**src/rtl/byte_mixing_hash_256_top_assert.svh**
```systemverilog
// Assertion macros for the byte mixing hash block.
// Each macro samples on i_clk and is switched off while i_rst_n is low.
`ifndef BYTE_MIXING_HASH_256_TOP_ASSERT_SVH
`define BYTE_MIXING_HASH_256_TOP_ASSERT_SVH

// Condition that must hold in the same cycle.
`define BMH_ASSERT_NOW(label, ante, cons, msg) \
    label: assert property (@(posedge i_clk) disable iff (!i_rst_n) (ante) |-> (cons)) \
        else $error(msg);

// Condition that must hold in the cycle after the trigger.
`define BMH_ASSERT_NEXT(label, ante, cons, msg) \
    label: assert property (@(posedge i_clk) disable iff (!i_rst_n) (ante) |=> (cons)) \
        else $error(msg);

`endif

```
**src/rtl/bmh_pkg.sv**
```systemverilog
package bmh_pkg;

    localparam int unsigned HASH_BYTES = 32;
    localparam int unsigned ADDR_W     = 5;
    localparam int unsigned BYTE_W     = 8;
    localparam int unsigned DIGEST_W   = HASH_BYTES * BYTE_W;

    typedef struct packed {
        logic       mode;
        logic [7:0] data_byte;
    } t_in_item;

    typedef struct packed {
        logic [63:0] digest_word_0;
        logic [63:0] digest_word_1;
        logic [63:0] digest_word_2;
        logic [63:0] digest_word_3;
    } t_out_item;

    typedef enum logic [1:0] {
        ALU_ADD3,
        ALU_XOR,
        ALU_ADD,
        ALU_ROT
    } t_alu_op;

    typedef struct packed {
        logic              rd_en;
        logic [ADDR_W-1:0] rd_addr_a;
        logic [ADDR_W-1:0] rd_addr_b;
        logic              wr_en;
        logic [ADDR_W-1:0] wr_addr;
        logic [BYTE_W-1:0] wr_data;
        logic              clear;
    } t_store_ctl;

    // Initial state bytes: the SHA-256 initial words, big-endian.
    function automatic logic [7:0] init_byte(input logic [ADDR_W-1:0] addr);
        logic [7:0] v;
        case (addr)
            5'd0:  v = 8'h6a;
            5'd1:  v = 8'h09;
            5'd2:  v = 8'he6;
            5'd3:  v = 8'h67;
            5'd4:  v = 8'hbb;
            5'd5:  v = 8'h67;
            5'd6:  v = 8'hae;
            5'd7:  v = 8'h85;
            5'd8:  v = 8'h3c;
            5'd9:  v = 8'h6e;
            5'd10: v = 8'hf3;
            5'd11: v = 8'h72;
            5'd12: v = 8'ha5;
            5'd13: v = 8'h4f;
            5'd14: v = 8'hf5;
            5'd15: v = 8'h3a;
            5'd16: v = 8'h51;
            5'd17: v = 8'h0e;
            5'd18: v = 8'h52;
            5'd19: v = 8'h7f;
            5'd20: v = 8'h9b;
            5'd21: v = 8'h05;
            5'd22: v = 8'h68;
            5'd23: v = 8'h8c;
            5'd24: v = 8'h1f;
            5'd25: v = 8'h83;
            5'd26: v = 8'hd9;
            5'd27: v = 8'hab;
            5'd28: v = 8'h5b;
            5'd29: v = 8'he0;
            5'd30: v = 8'hcd;
            5'd31: v = 8'h19;
            default: v = 8'h00;
        endcase
        return v;
    endfunction

endpackage

```
**src/rtl/byte_mixing_hash_256_top.sv**
```systemverilog
// Absorb item: S_AB_MIX, S_AB_XOR and S_AB_ADD run from acceptance until the next item can be taken.
// Finish item: 128 mixing steps, each a read state and a write state, on the shared byte
// unit and the 2-read/1-write state memory, then the count is added byte by byte and the
// output is loaded before the result appears and the next item can be taken;
// a result still held by the consumer holds the finish back further.
// Reset (synchronous, active low) returns the state to the initial bytes and
// zeroes the byte count; the block also does so by itself after each finish.
`include "byte_mixing_hash_256_top_assert.svh"

module byte_mixing_hash_256_top
    import bmh_pkg::*;
(
    input  logic       i_clk,
    input  logic       i_rst_n,
    input  logic       i_in_valid,
    output logic       o_in_stall,
    input  t_in_item   i_in_data,
    output logic       o_out_valid,
    input  logic       i_out_stall,
    output t_out_item  o_out_data
);

    typedef enum logic [3:0] {
        S_IDLE,
        S_AB_MIX,
        S_AB_XOR,
        S_AB_ADD,
        S_FN_RD,
        S_FN_WR,
        S_DUMP,
        S_DONE
    } t_state;

    t_state               r_state, n_state;
    logic [7:0]           r_count, n_count;
    logic [7:0]           r_byte, n_byte;
    logic [7:0]           r_acc, n_acc;
    logic [1:0]           r_round, n_round;
    logic [ADDR_W-1:0]    r_idx, n_idx;
    logic [ADDR_W:0]      r_dump, n_dump;
    logic [DIGEST_W-1:0]  r_dig, n_dig;
    t_out_item            r_out, n_out;
    logic                 r_out_valid, n_out_valid;

    t_store_ctl           w_ctl;
    logic [7:0]           w_rd_a;
    logic [7:0]           w_rd_b;
    t_alu_op              w_op;
    logic [7:0]           w_alu_a;
    logic [7:0]           w_alu_b;
    logic [7:0]           w_alu_c;
    logic [7:0]           w_alu_y;
    logic [2:0]           w_rot;
    logic [ADDR_W-1:0]    w_pos;
    logic [ADDR_W-1:0]    w_partner;
    logic                 w_in_acc;
    logic                 w_out_free;

    // Absorb position and the finish-round partner of the current byte.
    assign w_pos      = r_count[ADDR_W-1:0];
    assign w_partner  = r_idx + 5'd13 + 5'(7 * r_round);
    assign w_rot      = 3'(r_round) + 3'd3;

    assign o_in_stall = (r_state != S_IDLE);
    assign w_in_acc   = i_in_valid && !o_in_stall;
    assign w_out_free = !r_out_valid || !i_out_stall;

    bmh_store u_store (
        .i_clk   (i_clk),
        .i_rst_n (i_rst_n),
        .i_ctl   (w_ctl),
        .o_rd_a  (w_rd_a),
        .o_rd_b  (w_rd_b)
    );

    bmh_alu u_alu (
        .i_op  (w_op),
        .i_a   (w_alu_a),
        .i_b   (w_alu_b),
        .i_c   (w_alu_c),
        .i_rot (w_rot),
        .o_y   (w_alu_y)
    );

    always_comb begin
        n_state     = r_state;
        n_count     = r_count;
        n_byte      = r_byte;
        n_acc       = r_acc;
        n_round     = r_round;
        n_idx       = r_idx;
        n_dump      = r_dump;
        n_dig       = r_dig;
        n_out       = r_out;
        n_out_valid = r_out_valid;

        w_ctl       = '0;
        w_op        = ALU_ADD;
        w_alu_a     = w_rd_a;
        w_alu_b     = w_rd_b;
        w_alu_c     = r_byte;

        // Drop the result once the consumer takes it.
        if (r_out_valid && !i_out_stall) begin
            n_out_valid = 1'b0;
        end

        case (r_state)
            S_IDLE: begin
                if (w_in_acc) begin
                    if (i_in_data.mode) begin
                        n_round = '0;
                        n_idx   = '0;
                        n_state = S_FN_RD;
                    end else begin
                        // Fetch h[s] and h[s+3].
                        n_byte          = i_in_data.data_byte;
                        w_ctl.rd_en     = 1'b1;
                        w_ctl.rd_addr_a = w_pos;
                        w_ctl.rd_addr_b = w_pos + 5'd3;
                        n_state         = S_AB_MIX;
                    end
                end
            end
            S_AB_MIX: begin
                // Sum h[s] + byte + h[s+3]; fetch h[s+17] and h[s+7].
                w_op            = ALU_ADD3;
                n_acc           = w_alu_y;
                w_ctl.rd_en     = 1'b1;
                w_ctl.rd_addr_a = w_pos + 5'd17;
                w_ctl.rd_addr_b = w_pos + 5'd7;
                n_state         = S_AB_XOR;
            end
            S_AB_XOR: begin
                w_op          = ALU_XOR;
                w_alu_a       = r_acc;
                w_alu_b       = w_rd_a;
                n_acc         = w_alu_y;
                w_ctl.wr_en   = 1'b1;
                w_ctl.wr_addr = w_pos;
                w_ctl.wr_data = w_alu_y;
                n_state       = S_AB_ADD;
            end
            S_AB_ADD: begin
                // Fold the new h[s] into h[s+7] and advance the count.
                w_op          = ALU_ADD;
                w_alu_a       = w_rd_b;
                w_alu_b       = r_acc;
                w_ctl.wr_en   = 1'b1;
                w_ctl.wr_addr = w_pos + 5'd7;
                w_ctl.wr_data = w_alu_y;
                n_count       = r_count + 8'd1;
                n_state       = S_IDLE;
            end
            S_FN_RD: begin
                w_ctl.rd_en     = 1'b1;
                w_ctl.rd_addr_a = r_idx;
                w_ctl.rd_addr_b = w_partner;
                n_state         = S_FN_WR;
            end
            S_FN_WR: begin
                w_op          = ALU_ROT;
                w_ctl.wr_en   = 1'b1;
                w_ctl.wr_addr = r_idx;
                w_ctl.wr_data = w_alu_y;
                n_idx         = r_idx + 5'd1;
                if (r_idx == 5'd31) begin
                    n_round = r_round + 2'd1;
                end
                if (r_idx == 5'd31 && r_round == 2'd3) begin
                    n_dump  = '0;
                    n_state = S_DUMP;
                end else begin
                    n_state = S_FN_RD;
                end
            end
            S_DUMP: begin
                // Read one byte a cycle; shift in the previous one plus the count.
                w_op    = ALU_ADD;
                w_alu_a = w_rd_a;
                w_alu_b = r_count;
                if (r_dump != 6'(HASH_BYTES)) begin
                    w_ctl.rd_en     = 1'b1;
                    w_ctl.rd_addr_a = r_dump[ADDR_W-1:0];
                end
                if (r_dump != '0) begin
                    n_dig = {r_dig[DIGEST_W-BYTE_W-1:0], w_alu_y};
                end
                n_dump = r_dump + 6'd1;
                if (r_dump == 6'(HASH_BYTES)) begin
                    n_state = S_DONE;
                end
            end
            S_DONE: begin
                // Hold until the output register is free, then restart the state.
                if (w_out_free) begin
                    n_out.digest_word_0 = r_dig[255:192];
                    n_out.digest_word_1 = r_dig[191:128];
                    n_out.digest_word_2 = r_dig[127:64];
                    n_out.digest_word_3 = r_dig[63:0];
                    n_out_valid         = 1'b1;
                    w_ctl.clear         = 1'b1;
                    n_count             = '0;
                    n_state             = S_IDLE;
                end
            end
            default: begin
                n_state = S_IDLE;
            end
        endcase
    end

    always_ff @(posedge i_clk) begin
        r_byte <= n_byte;
        r_acc  <= n_acc;
        r_dig  <= n_dig;
        r_out  <= n_out;
        if (!i_rst_n) begin
            r_state     <= S_IDLE;
            r_count     <= '0;
            r_round     <= '0;
            r_idx       <= '0;
            r_dump      <= '0;
            r_out_valid <= 1'b0;
        end else begin
            r_state     <= n_state;
            r_count     <= n_count;
            r_round     <= n_round;
            r_idx       <= n_idx;
            r_dump      <= n_dump;
            r_out_valid <= n_out_valid;
        end
    end

    assign o_out_valid = r_out_valid;
    assign o_out_data  = r_out;

    `BMH_ASSERT_NEXT(a_finish_starts_mix, w_in_acc && i_in_data.mode, r_state == S_FN_RD, "finish item did not start the mixing rounds")
    `BMH_ASSERT_NOW(a_result_from_done, $rose(r_out_valid), $past(r_state) == S_DONE, "result raised outside the completion step")
    `BMH_ASSERT_NOW(a_partner_distinct, r_state == S_FN_RD, w_partner != r_idx, "mixing partner equals the updated byte")
    `BMH_ASSERT_NOW(a_count_change, r_count != $past(r_count), $past(r_state) == S_AB_ADD || $past(r_state) == S_DONE, "byte count changed outside absorb or finish")

endmodule

```
**src/rtl/bmh_alu.sv**
```systemverilog
module bmh_alu
    import bmh_pkg::*;
(
    input  t_alu_op     i_op,
    input  logic [7:0]  i_a,
    input  logic [7:0]  i_b,
    input  logic [7:0]  i_c,
    input  logic [2:0]  i_rot,
    output logic [7:0]  o_y
);

    logic [8:0] w_sum9;
    logic [8:0] w_hi;
    logic [8:0] w_lo;

    // Low byte of the 9-bit sum rotated left by i_rot; the carry is ORed into bit i_rot.
    assign w_sum9 = {1'b0, i_a} + {1'b0, i_b};
    assign w_hi   = w_sum9 << i_rot;
    assign w_lo   = w_sum9 >> (4'd8 - {1'b0, i_rot});

    always_comb begin
        case (i_op)
            ALU_ADD3: o_y = 8'(i_a + i_b + i_c);
            ALU_XOR:  o_y = i_a ^ i_b;
            ALU_ADD:  o_y = 8'(i_a + i_b);
            ALU_ROT:  o_y = w_hi[7:0] | w_lo[7:0];
            default:  o_y = 8'(i_a + i_b);
        endcase
    end

endmodule

```
**src/rtl/bmh_store.sv**
```systemverilog
module bmh_store
    import bmh_pkg::*;
(
    input  logic        i_clk,
    input  logic        i_rst_n,
    input  t_store_ctl  i_ctl,
    output logic [7:0]  o_rd_a,
    output logic [7:0]  o_rd_b
);

    logic [BYTE_W-1:0]     r_mem [HASH_BYTES];
    logic [HASH_BYTES-1:0] r_valid;
    logic [BYTE_W-1:0]     r_rd_a;
    logic [BYTE_W-1:0]     r_rd_b;

    always_ff @(posedge i_clk) begin
        if (i_ctl.wr_en) begin
            r_mem[i_ctl.wr_addr] <= i_ctl.wr_data;
        end
    end

    // An entry not yet written reads as its initial byte.
    always_ff @(posedge i_clk) begin
        if (i_ctl.rd_en) begin
            r_rd_a <= r_valid[i_ctl.rd_addr_a] ? r_mem[i_ctl.rd_addr_a]
                                               : init_byte(i_ctl.rd_addr_a);
            r_rd_b <= r_valid[i_ctl.rd_addr_b] ? r_mem[i_ctl.rd_addr_b]
                                               : init_byte(i_ctl.rd_addr_b);
        end
    end

    always_ff @(posedge i_clk) begin
        if (!i_rst_n) begin
            r_valid <= '0;
        end else if (i_ctl.clear) begin
            r_valid <= '0;
        end else if (i_ctl.wr_en) begin
            r_valid[i_ctl.wr_addr] <= 1'b1;
        end
    end

    assign o_rd_a = r_rd_a;
    assign o_rd_b = r_rd_b;

endmodule

```
**config.mk**
```make
export PLATFORM = sky130hd
export DESIGN_NAME = byte_mixing_hash_256_top
export DESIGN_NICKNAME = d
export VERILOG_FILES = /design/src/rtl/bmh_pkg.sv /design/src/rtl/byte_mixing_hash_256_top.sv /design/src/rtl/bmh_alu.sv /design/src/rtl/bmh_store.sv
export VERILOG_INCLUDE_DIRS = /design/src /design/src/rtl
export SDC_FILE = /design/constraint.sdc
export NUM_CORES = 1
export LEC_CHECK = 0
export BUFFER_PORTS_ARGS = -buffer_cell sky130_fd_sc_hd__buf_2
export CORE_MARGIN = 4
export CORE_UTILIZATION = 63
export CTS_CLUSTER_SIZE = 25
export DETAILED_ROUTE_END_ITERATION = 7
export GPL_TIMING_DRIVEN = 1
export PLACE_DENSITY = 0.83
export RECOVER_POWER = 100
export SYNTH_ARGS = -nofsm -noshare
export SYNTH_HDL_FRONTEND = slang
export SYNTH_HIERARCHICAL = 1
export SYNTH_SLANG_ARGS = --single-unit
```
**constraint.sdc**
```tcl
create_clock -name i_clk -period 43.4 [get_ports i_clk]
set_clock_uncertainty 0.1 [all_clocks]
set_input_delay 8.68 -clock i_clk [delete_from_list [all_inputs] [get_ports i_clk]]
set_output_delay 8.68 -clock i_clk [all_outputs]
set_load 0.01 [all_outputs]
```
# Yosys cells after proc, flatten, opt, wreduce, memory -nomap -nowiden
# Memory sizes are Yosys's and may differ from the RTL's.
# Index checks and enable logic that the tools add are counted.
# classes
addsub	14
n_mul	1
magnitude_cmp	4
n_eq_ne	20
shift	2
muxes	42
n_bitwise	5
n_reduce_logical	25
# op_table
operator	count
$pmux 14 s3	1
$or 32x32->32	1
$pmux 8 s2	2
$pmux 8 s4	1
$pmux 4 s7	1
$mux 8	3
$pmux 6 s4	1
$pmux 8 s3	1
$mux 11	2
$lt 5x6->1 const B	3
$add 8x8->8	2
$eq 4x3->1 const B	4
$pmux 5 s3	1
$mux 4	3
$mux 6	2
$ne 2x2->1 const B	6
$pmux 6 s2	1
$bmux 1 s5	2
$mux 1	10
$mux 5	2
$pmux 5 s2	1
$add 8x8->9	1
$reduce_and 3->1	3
$shl 9x3->8	1
other kinds (40)	58
# word_totals
register_bits	602
ram_bits	256
romBits	512
input_bits	13
out_inout_bits	258
wordCells	132
mem_count	3
# mem_list
name	depth	word_bits	read_ports	rd_ports_with_merged_regs	write_ports	line_no	text
(name not given)	32	8	1	0	0	bmh_pkg.sv:40	case (addr)
(name not given)	32	8	1	0	0	bmh_pkg.sv:40	
u_store.r_mem	32	8	2	0	1	bmh_store.sv:11	logic [BYTE_W-1:0] r_mem [HASH_BYTES];

# Longest topological paths before layout
# Gate-level depths: netlist of the first run.
# depth
word_depth	12
depth_mapped	21
mapped_depth_nobuf	19

# Hierarchy
# The synthesis of the first run kept the hierarchy.
# modules_own_cells
mod	n_inst	cells_each	area_each_um2	seq_area_each_um2
byte_mixing_hash_256_top	1	892	18599.1	16355.7
bmh_store	1	1008	15372.2	8808.4
bmh_alu	1	239	1630.3	0.0

# Worst setup path after synthesis of the first run
# OpenSTA, ideal clock, no wires.
# synth_timing
path_type	input to register
start	input i_out_stall
end	register u_store.r_valid[10]
setup_ns	0.115
arrival_ns	14.441
required_time_ns	43.185
slack_ns	28.744
path_stages	7
n_path_buf	2
path_cell_list	nand2_1 nand2b_1 inv_1 nor2b_1 clkbuf_1 clkbuf_1 o21a_1
# synth_rtl
item	line_no	text
start, declared	byte_mixing_hash_256_top.sv:19	input logic i_out_stall,
end signal, assigned	bmh_store.sv:34	r_valid <= '0;
end signal, assigned	bmh_store.sv:36	r_valid <= '0;
end signal, assigned by index	bmh_store.sv:38	r_valid[i_ctl.wr_addr] <= 1'b1;
end, declared	bmh_store.sv:12	logic [HASH_BYTES-1:0] r_valid;

==> results.md, run 1 <==
* Final ANT Viol Nets at 0
* Ports at 271
* Clock Tree Buf Depth at 3
* Status: complete, but fails checks
* Starting Density at 0.641
* Antenna violations before repair at 1
* Most frequent cells in the layout: 800 x edfxtp_1, 294 x clkbuf_1, 118 x nor2_1
* Clk root buf: clkbuf_16
* Top Metal Used: met5
* Endpoints failing setup at 0
* Residual DRC at 0
* Pwr dens at 51.6 mW/mm²
* DP Area at between 0.03 and 0.04 mm²
* Overall via count from detail_route at 21,600
* Maximum VDD drop at 0.0000384 V
* Die width at 246 µm
* Total CTS buffers at 83
* Met1 Routed Length at 34,500 µm
* Syn. warnings at 6
* Worst slew pin tran at 9580 ps
* Syn Area/Cell at ~17 µm²
* Worst min path class: reg2reg
* Relative slew slack at -5.38
* Routed wire per std cell at just under 30 µm
* Cell Area, Synth at 0.0356 mm²
* Final max-slew violation count at 918
* Syn-to-layout area delta at 12.0%
* Grt total ovfl at 0
* Most frequently used flop master after synthesis: edfxtp_1
* Async SR Flop Fraction at 0
* Met3 routed WL at 9470 µm
* CP startpoint kind: input pin
* HPWL Detailed at 58,000 µm
* Global Route Usage Sum at 0.306
* Largest net degree at the start of global routing at 188
* Nets at 2,466
* H-tree levels at 3
* Share of post-route cells with drive strength above 1 at 0.119
* Die height at 246 µm
* Post-synth net total at 2,202
* First-pass GRT wire length at 138,000 µm
* Post-Layout Cell Count at 3,216
* Unique cell type count in the Yosys netlist at 102
* Hold slack at 322 ps
* Vias per inst at 6.71
* Tmin final at ~18,000 ps
* Setup crit end kind: flip-flop
* Sequential area share after synthesis at 0.707
* Routed wire length at 93,600 µm
* Met2 WL at 45,300 µm
* Clk pin slew, worst setup/hold paths at 70 ps
* Detailed Route Iter0 Violations at 2,759
* Fin. Hold Viols at 0
* First-pass iteration count of the detailed router at 6
* Max_cap viols at 16
* Max FO, Critical Path at 53
* Worst Path Arrival at approximately 18,000 ps
* Die area at 0.0604 mm²
* Post-CTS setup buffer count at 0
* Design area at around 0.04 mm²
* Resized cells post-CTS at 0
* # port buffers at 270
* CTS Sinks at 857
* Failing checks: capacitance limit, slew limit
* Vias in the first global route at around 21,000
* Commonest non-fill, non-tap cell in the layout: edfxtp_1
* RSZ-0062 raised after global routing: no
* Setup TNS at 0 ps
* TritonCTS clock tree: done
* CORE AREA at 0.0555 mm²
* Syn Inst Count at 2,139
* Setup CP Type: in2reg
* Placer Congestion at roughly 0.95
* Final worst-path cycle share at 0.412
* Max Clock Freq at 0.0559 GHz
* Flops & latches, synth at 857
* Lkg Pwr at 12.9 nW
* Post-synth EDFFs at 800
* Critical Path RT at around 44,000 ps
* Placed cells at 3,066
* Clock latency on the worst-skew pair at 640 ps
* FP Rows at 86
* Ant diodes at 0
* Hold_buf cts at 0
cell usage after synthesis, types with 4 or more instances:
cell / instances / share of area
a21oi_1: 77 / 0.011
nor2b_1: 27 / 0.0047
fa_1: 5 / 0.0028
o21ai_0: 58 / 0.0082
edfxtp_1: 800 / 0.67
and2_1: 16 / 0.0028
nand3_1: 31 / 0.0044
mux2_2: 18 / 0.0057
and3_1: 15 / 0.0026
a221o_1: 13 / 0.0037
o211a_1: 4 / 0.0011
o211ai_1: 12 / 0.0025
xnor2_1: 10 / 0.0025
nand4_1: 4 / 0.00070
nand2b_1: 14 / 0.0025
mux2i_1: 102 / 0.029
o21ai_1: 8 / 0.0011
ha_1: 45 / 0.016
clkbuf_1: 50 / 0.0053
o221ai_1: 13 / 0.0032
a211oi_1: 21 / 0.0044
nand3b_1: 7 / 0.0015
a21o_1: 8 / 0.0017
buf_6: 17 / 0.0054
buf_1: 5 / 0.00053
o21a_1: 36 / 0.0076
dfxtp_1: 57 / 0.032
xor2_1: 9 / 0.0022
nor2_1: 117 / 0.012
a31oi_1: 15 / 0.0026
or3_1: 10 / 0.0018
buf_4: 14 / 0.0030
and3b_1: 4 / 0.00098
mux4_2: 99 / 0.063
nor3_1: 22 / 0.0031
buf_2: 35 / 0.0049
a22oi_1: 8 / 0.0017
mux4_1: 14 / 0.010
o32ai_1: 5 / 0.0012
a221oi_1: 36 / 0.0089
nand2_1: 109 / 0.011
clkinv_1: 8 / 0.00084
inv_1: 33 / 0.0035
o22ai_1: 34 / 0.0060
sequential cells by signal, indices dropped and copies added, names as in the netlist:
signal           cells
o_out_valid          1
u_store/r_mem      256
r_acc                8
r_state              3
u_store/r_valid     32
r_byte               8
r_dump               6
u_store/o_rd_a       8
r_count              8
r_round              2
o_out_data         256
r_dig              256
r_idx                5
u_store/o_rd_b       8
worst max-delay path, stage by stage:
cell and delay, ps:
clkbuf_1 150, nor2b_1 240, nor2_1 120, or3_1 490, a21oi_4 150, clkbuf_1 2290
clkbuf_1 2660, clkinv_1 1590, a221o_1 610, a21oi_1 180, o31ai_1 370, mux2i_1 220
a211o_1 340
through the flow:
stage / utilization / total power, mW / setup WS, ps
2_1_floorplan: - / 1.22 / 28740
3_3_place_gp: 0.675 / 1.31 / 29900
3_5_place_dp: 0.675 / 1.31 / 29810
4_1_cts: 0.727 / 2.06 / 30460
5_1_grt: 0.718 / 2.13 / 24710
6_report: 0.718 / 2.06 / 25500
final cells by class:
class	count	area [µm²]
inverter	44	166
timing repair buffer	303	1220
tap	748	936
fill	3500	15600
sequential	857	25200
multi-input combinational	1114	9560
clock buffer	106	2260
clock inverter	44	582
logic make-up (layout without fill, tap and decap cells):
group,count (synthesis),count (layout),share of synthesized area
DFF,857,857,0.707
and+or+nand+nor,406,406,0.0564
AOI/OAI and AO/OA,402,402,0.0795
muxes,234,234,0.108
buffers and inverters,168,497,0.0254
adders and majority gates,53,53,0.0195
xor gates and xnor gates,19,19,0.00467
worst paths after layout:
kind	to	cells after the start	start	slack, ps
setup / recovery	u_store/o_rd_b[1]	13	i_in_valid	25500
hold / removal	o_out_data[252]	0	r_dig[252]	320
setup reg to reg	r_dig[140]	5	r_state[0]	30760
hold reg to reg	o_out_data[252]	0	r_dig[252]	320
layer usage:
metal  global-route usage  up-vias
met5                    0        -
met4                0.115        2
met3               0.0638      258
met2                0.511     1484
met1                0.402    10800
li1                     -     9051
where the power goes:
group          internal [mW]  leakage, nW  switching, mW
Combinational          0.142         3.84          0.238
Sequential             0.926         7.74        0.00730
Clock                  0.428         1.35          0.317
Note: power is estimated with default switching activity, not from simulation.
==> inputs of run 2 (changes only) <==
ABC_AREA = 1   (was unset)
CORE_UTILIZATION = 60   (was 63)
PLACE_DENSITY = 0.79   (was 0.83)
clock period = 18.4 ns   (was 43.4 ns; I/O delays follow)
==> run 2 against run 1 <==
Net effect:
- the flow still finishes with violations (capacitance limit, slew limit)
- total power grew to 3.2 times the previous value
- largest cell class unchanged
- sequential power grew to 2.6 times the previous value
- critical path depth is 5 higher
- worst setup slack worse by 19000 ps
- cell count is 47% higher
- clock-buffer cell count is 3 higher
- hold slack better by 2.0 ps
- critical endpoint is now u_store/o_rd_a[0]
- non-clock buffer count is 3 lower
- clock power is 130% higher
==> results.md, run 2 <==
* WP buf/inv at 6
* Hold worst-path end: o_out_data[255]
* TritonCTS clock tree: done
* Unique cell type count in the Yosys netlist at 50
* Setup CP Type: in2reg
* Setup TNS at 0 ps
* Crit path depth at 18
* Worst r2r src: r_state[0]
* FP Rows at 91
* Maximum VDD drop at 0.000106 V
* Failing checks: capacitance limit, slew limit
* Pwr dens at 156 mW/mm²
* Final ANT Viol Nets at 0
* Ports at ~270
* Clk pin slew, worst setup/hold paths at 70 ps
* Setup crit end kind: flip-flop
* Crit-path leading delay family: buffers and inverters
* Routed wire length at 98,600 µm
* Async SR Flop Fraction at 0
* Grt total ovfl at 0
* First-pass iteration count of the detailed router at 6
* CP startpoint kind: input pin
* Tot Pwr at ~6.5 mW
* Routed wire per std cell at 20.9 µm
* Flops & latches, synth at 857
* Max FO, Critical Path at 83
* Worst hold path depth at 0
* Post-synth net total at between 3,000 and 4,000
* Final max-slew violation count at 914
* Most frequently used flop master after synthesis: edfxtp_1
* Syn. warnings at 6
* Global Route Usage Sum at 0.291
* # port buffers at 270
* Area share of the largest cell type after synthesis at 0.645
* DP Area at ~0.04 mm²
* Final worst-path cycle share at 0.632
* Die width at 257 µm
* Worst-case reg-to-reg path depth at 7
* Vias per inst at 5.64
* Lkg Pwr at approximately 16 nW
* Die height at 257 µm
* CORE AREA at 0.0616 mm²
* CP Cell Sequence: buf_2 > inv_1 > nor2_1 > nand2_1 > inv_1 > nand2_1 > nand4_1 > clkbuf_1 > inv_4 > clkbuf_1 > nor2_1 > nor3_1 > nor2_1 > nand2_1 > nand3_1 > nand2_1 > nand2_1 > nand2_1
* Share of post-route cells with drive strength above 1 at 0.0554
* H-tree levels at 3
* Worst R2R End: r_dig[82]
* Detailed Route Iter0 Violations at between 3,000 and 4,000
* Starting Density at 0.605
* CTS Sinks at 857
* Cell with the most instances after synthesis: nand2_1
* Fin. Hold Viols at 0
* Top post-synthesis cells by area: edfxtp_1 64%, nand2_1 11%, nand3_1 4.8%
* Vias in the first global route at 24,900
* HPWL Detailed at 62,100 µm
* Post-synth EDFFs at 800
* Nets at 3,880
* Clock latency on the worst-skew pair at 650 ps
* RSZ-0062 raised after global routing: no
* First-pass GRT wire length at 147,000 µm
* Post-CTS setup buffer count at 0
* Critical Path RT at 18,680 ps
* Residual DRC at 0
* Design area at 0.0415 mm²
* Worst Path Arrival at 11,910 ps
* Tmin final at around 12,000 ps
* Relative slew slack at -2.61
* Total CTS buffers at 85
* Hold Crit Start: r_dig[255]
* Status: complete, but fails checks
* Hold_buf cts at 0
* Syn-to-layout area delta at 11.3%
* Ant diodes at 0
* Syn Inst Count at 3,573
* Largest net degree at the start of global routing at 131
* Sequential area share after synthesis at 0.675
* Overall via count from detail_route at 26,600
* Worst min path class: reg2reg
* Die area at 0.0662 mm²
* Max Clock Freq at ~0.086 GHz
* Antenna violations before repair at 1
* Commonest cells in the netlist: 1,141 x nand2_1, 800 x edfxtp_1, 360 x inv_1
* CP max stage delay at 2760 ps
* Resized cells post-CTS at 0
* Cell Area, Synth at 0.0373 mm²
* Post-layout util at 0.673
* Max_cap viols at 18
* Clock Tree Buf Depth at 3
* Syn Area/Cell at between 10 and 15 µm²
* Slowest cell on crit path: clkbuf_1
* Endpoints failing setup at 0
* Placer Congestion at 0.940
* Worst slew pin tran at approximately 5400 ps
* Clk root buf: clkbuf_16
* Critical Path Most Common Cell: nand2_1
* Most frequent cells in the layout: 1,147 x nand2_1, 800 x edfxtp_1, 362 x inv_1
* Commonest non-fill, non-tap cell in the layout: nand2_1
* R2R Setup Slk at 8010 ps
* Yosys top cell by area: edfxtp_1
[run 2: how the worst max path moves through the flow]
stage / startpoint / to / slack, ps
after floorplan: i_out_stall / u_store/r_valid[10] / 11420
after global placement: i_in_valid / u_store/o_rd_b[3] / 10490
after detailed placement: i_in_valid / u_store/o_rd_b[5] / 10470
after CTS: i_in_valid / u_store/o_rd_b[5] / 11120
after global routing: i_in_valid / u_store/o_rd_a[1] / 6430
final: i_in_valid / u_store/o_rd_a[0] / 6780
[run 2: cell families (layout without fill, tap and decap cells)]
kind of cell | after synthesis | in the layout | synth area share
DFF | 857 | 857 | 0.675
and+or+nand+nor | 1939 | 1939 | 0.217
xor gates and xnor gates | 10 | 10 | 0.00306
adders and majority gates | 50 | 50 | 0.0178
AOI/OAI and AO/OA | 189 | 189 | 0.0288
buffers and inverters | 528 | 838 | 0.0583
[run 2: where the power goes]
part / internal (mW) / total, mW / switching [mW]
sequential: 2.34 / 2.39 / 0.0423
combinational: 0.648 / 2.42 / 1.77
clock: 0.952 / 1.68 / 0.732
[run 2: area by class of cell]
cell class | count | area (µm²)
fillers | 4665 | 20100
clock inverters | 44 | 463
clock buffers | 109 | 2270
repair buffers | 300 | 1210
multi-input cells | 2188 | 9880
inverters | 385 | 1450
well taps | 837 | 1050
flip-flops and latches | 857 | 25200
[run 2: per-layer routing]
metal | part of all wire | routed length, µm | global-route usage
met1 | 0.38 | 37900 | 0.391
met2 | 0.47 | 45900 | 0.474
met3 | 0.10 | 10000 | 0.0538
met4 | 0.048 | 4740 | 0.119
met5 | 0 | 0 | 0
[run 2: per-stage QoR]
step | hold slack, ps | setup slack, ps | std cells
after detailed placement | 307 | 10470 | 4567
final | 324 | 6780 | 4720
after floorplan | 300 | 11420 | 3573
after CTS | 325 | 11120 | 4720
after global routing | 344 | 6430 | 4720
after global placement | 301 | 10490 | 4567
